$ cat src/hw/rtl/dlz_pkg.sv
package dlz_pkg;

  localparam logic [7:0] DESCR_BIAS = 8'h7c;
  localparam logic [7:0] FLAG_FILL  = 8'hff;

  // Token decoder position in the compressed stream.
  typedef enum logic [1:0] {
    PH_FLAG   = 2'd0,
    PH_FIRST  = 2'd1,
    PH_SECOND = 2'd2
  } phase_t;

  // Descramble settings derived from the key when it is written.
  typedef struct packed {
    logic [7:0] xor_byte;
    logic [2:0] rot;
  } descr_cfg_t;

  // Low byte of (key >> 24) + (key >> 3).
  function automatic logic [7:0] key_xor_byte(input logic [31:0] key);
    logic [7:0] sum;
    sum = key[31:24] + key[10:3];
    return sum;
  endfunction

  // ((key >> 20) mod 5) + 1. Since 16 mod 5 is 1, add up the nibbles first.
  function automatic logic [2:0] key_rot(input logic [31:0] key);
    logic [5:0] nib_sum;
    logic [4:0] folded;
    logic [4:0] rem;
    nib_sum = {2'b00, key[23:20]} + {2'b00, key[27:24]} + {2'b00, key[31:28]};
    folded  = {3'b000, nib_sum[5:4]} + {1'b0, nib_sum[3:0]};
    if (folded >= 5'd15) begin
      rem = folded - 5'd15;
    end else if (folded >= 5'd10) begin
      rem = folded - 5'd10;
    end else if (folded >= 5'd5) begin
      rem = folded - 5'd5;
    end else begin
      rem = folded;
    end
    return rem[2:0] + 3'd1;
  endfunction

endpackage

$ cat src/hw/rtl/dlz_descramble.sv
module dlz_descramble (
  input  logic [7:0]              raw,
  input  dlz_pkg::descr_cfg_t     cfg,
  output logic [7:0]              plain
);

  logic [7:0]  mixed;
  logic [15:0] doubled;

  // Subtract the bias, mix in the key byte, then rotate right.
  assign mixed   = (raw - dlz_pkg::DESCR_BIAS) ^ cfg.xor_byte;
  assign doubled = {mixed, mixed} >> cfg.rot;
  assign plain   = doubled[7:0];

endmodule

$ cat config.mk
export PLATFORM = sky130hd
export DESIGN_NAME = dlz_descramble
export DESIGN_NICKNAME = d
export VERILOG_FILES = /design/src/hw/rtl/dlz_pkg.sv /design/src/hw/rtl/dlz_descramble.sv
export SDC_FILE = /design/constraint.sdc
export NUM_CORES = 1
export LEC_CHECK = 0
export ABC_CLOCK_PERIOD_IN_PS = 2000
export BUFFER_PORTS_ARGS = -buffer_cell sky130_fd_sc_hd__buf_2
export CORE_AREA = 2 2 39 41
export DETAILED_ROUTE_END_ITERATION = 6
export DIE_AREA = 0 0 41 43
export PLACE_DENSITY = 0.68
export RECOVER_POWER = 25
export SYNTH_ARGS = -nofsm -noshare
export SYNTH_HDL_FRONTEND = slang
export SYNTH_SLANG_ARGS = --single-unit
$ cat constraint.sdc
create_clock -name vclk -period 2
set_input_delay 0.3 -clock vclk [all_inputs]
set_output_delay 0.3 -clock vclk [all_outputs]
set_load 0.02 [all_outputs]
==> out/metrics.cfg <==
[yosys]
synthCells=70
synth_warnings=0
synth.distinct_cells=26
synth_nets=90
seq_area_frac_synth_pct=0
synth.cell_area_um2=488
syn_avg_cell_area_um2=6.97

[outcome]
outcome=completed

[clock_network]
cts_hold_buffers=0
postCtsSetupBuffers=0

[timing]
drv_slew=0
post-route-period-util_pct=97.0
timing.hold.ws_ns=1.11
relSlewSlack_pct=76.6
tightest_slew_ns=0.346
fin_crit_ns=1.94
max_freq_ghz=0.516
hold_viol_final=0
setup_viol=0

[critical_path]
critical_path_class=in -> out
cp-start-kind=input pin
cp-end-kind=output port
worstPathArrival_ns=1.64
cp.required_ns=1.70
crit_fanout=3

[final_layout]
design.seq.count=0
nClkBuffers=0
nNetsFinal=119
drive_gt1_share_pct=41.2
multi_input_area_um2=520
diodes=0
finalNonFillerCells=113
syn2layout_area_growth_pct=49.5
fill_cells=145
regArea_um2=0

[global_route]
grt_pass1_vias=470
antenna_found_initial=0
grt_usage_pct=13.5
overflow=0
grt_max_degree=18
grt_pass1_wl_mm=1.84

[die]
core_area_mm2=0.00138
io_pins=27
start_util_pct=35.3
dieArea_mm2=0.00176
die_w_um=41
rows=14
dieHeight_um=43

[routing]
drtIter0Drc=8
vias_per_cell=5.18
antenna_left=0
wirelength_mm=1.19
dr.pass1.iters=4
via_count=585
drc_errors=0
avgRoutedWirePerCell_um=10.5

[placement]
dp_cells=113
place.port_buffers=27
place.gp.congestion=0.774

[job]
cap_viol_max_count=0

[hold_path]
hold_class=in -> out

[power]
power_density_mw_per_mm2=374
ir_worst_vdd_mv=0.148
power.leakage_nw=0.349

==> final timing paths <==
check | startpoint | endpoint | cells after the start
setup / recovery | raw[2] | plain[6] | 8
hold / removal | cfg[1] | plain[7] | 3
==> synth_stat cells <==
| cell type | instances | area share (%) |
|---|---|---|
| mux2i_1 | 11 | 23 |
| nor2_1 | 9 | 6.9 |
| xnor2_1 | 7 | 13 |
| xor2_1 | 7 | 13 |
| nand3_1 | 5 | 5.1 |
| nand2_1 | 4 | 3.1 |
| clkbuf_1 | 3 | 2.3 |
| a22oi_1 | 2 | 3.1 |
| a2bb2oi_1 | 2 | 3.6 |
| buf_2 | 2 | 2.1 |
| o21ai_0 | 2 | 2.1 |
| o311ai_0 | 2 | 3.6 |
| a2111oi_0 | 1 | 1.8 |
| a211oi_1 | 1 | 1.5 |
| a21o_1 | 1 | 1.5 |
| a21oi_1 | 1 | 1.0 |
| a31oi_1 | 1 | 1.3 |
| and3_1 | 1 | 1.3 |
| clkinv_1 | 1 | 0.77 |
| ha_1 | 1 | 2.6 |
| mux2_2 | 1 | 2.3 |
| nand2b_1 | 1 | 1.3 |
| nor2b_1 | 1 | 1.3 |
| nor3_1 | 1 | 1.0 |
| nor3b_1 | 1 | 1.5 |
| o22ai_1 | 1 | 1.3 |
==> cells by family after synthesis <==
family | count (synthesis) | synth area share [%]
adders and majority gates | 1 | 2.56
AOI/OAI and AO/OA | 14 | 20.8
and+or+nand+nor | 23 | 21.5
buffers and inverters | 6 | 5.13
muxes | 12 | 24.9
xor gates and xnor gates | 14 | 25.1
==> layout by cell type, fill, tap and decap left out, drive strengths merged, types with 2 or more instances in the layout <==
master   instances
buf             32
mux2i           11
nor2             9
xor2             7
xnor2            7
nand3            5
nand2            4
a22oi            2
o21ai            2
o311ai           2
a2bb2oi          2
==> where the power goes <==
part / total (mW) / internal (mW) / switching, mW
combinational: 0.273 / 0.127 / 0.145
clock: 0 / 0 / 0
sequential: 0 / 0 / 0
==> timing repair <==
action	in CTS	in global routing
pin swaps	2	2
endpoints found under the setup margin	2	8
gates resized for setup	4	14
==> layer usage <==
| metal | vias up | track usage [%] | wire length (µm) |
|---|---|---|---|
| met5 | - | 0 | 0 |
| met4 | 0 | 0 | 0 |
| met3 | 0 | 0 | 69 |
| met2 | 20 | 23.4 | 625 |
| met1 | 256 | 19.0 | 497 |
| li1 | 309 | - | - |
==> through the flow <==
step	utilization (%)	setup WS [ns]	total power [mW]	instance area, µm²	setup TNS, ns
after global routing	52.7	-0.0281	0.297	729	-0.0500
after detailed placement	47.6	-0.0389	0.241	659	-0.0555
after global placement	47.6	-0.0361	0.238	659	-0.0361
final	52.7	0.0608	0.273	729	0
after floorplan	-	0.0648	0.164	488	0
after CTS	48.3	0.00343	0.247	668	0
==> layout make-up <==
class / count / area share (%)
multi-input cells: 64 / 71.4
repair buffers: 32 / 25.4
well taps: 16 / 2.74
inverters: 1 / 0.515
==> worst max-delay path: stages <==
cell and delay [ns]:
buf_2 0.12, ha_4 0.16, xor2_2 0.15, xnor2_2 0.15, mux2_4 0.28, a21o_1 0.17, mux2i_1 0.13, buf_4 0.16
(Power assumes the default switching activity.)
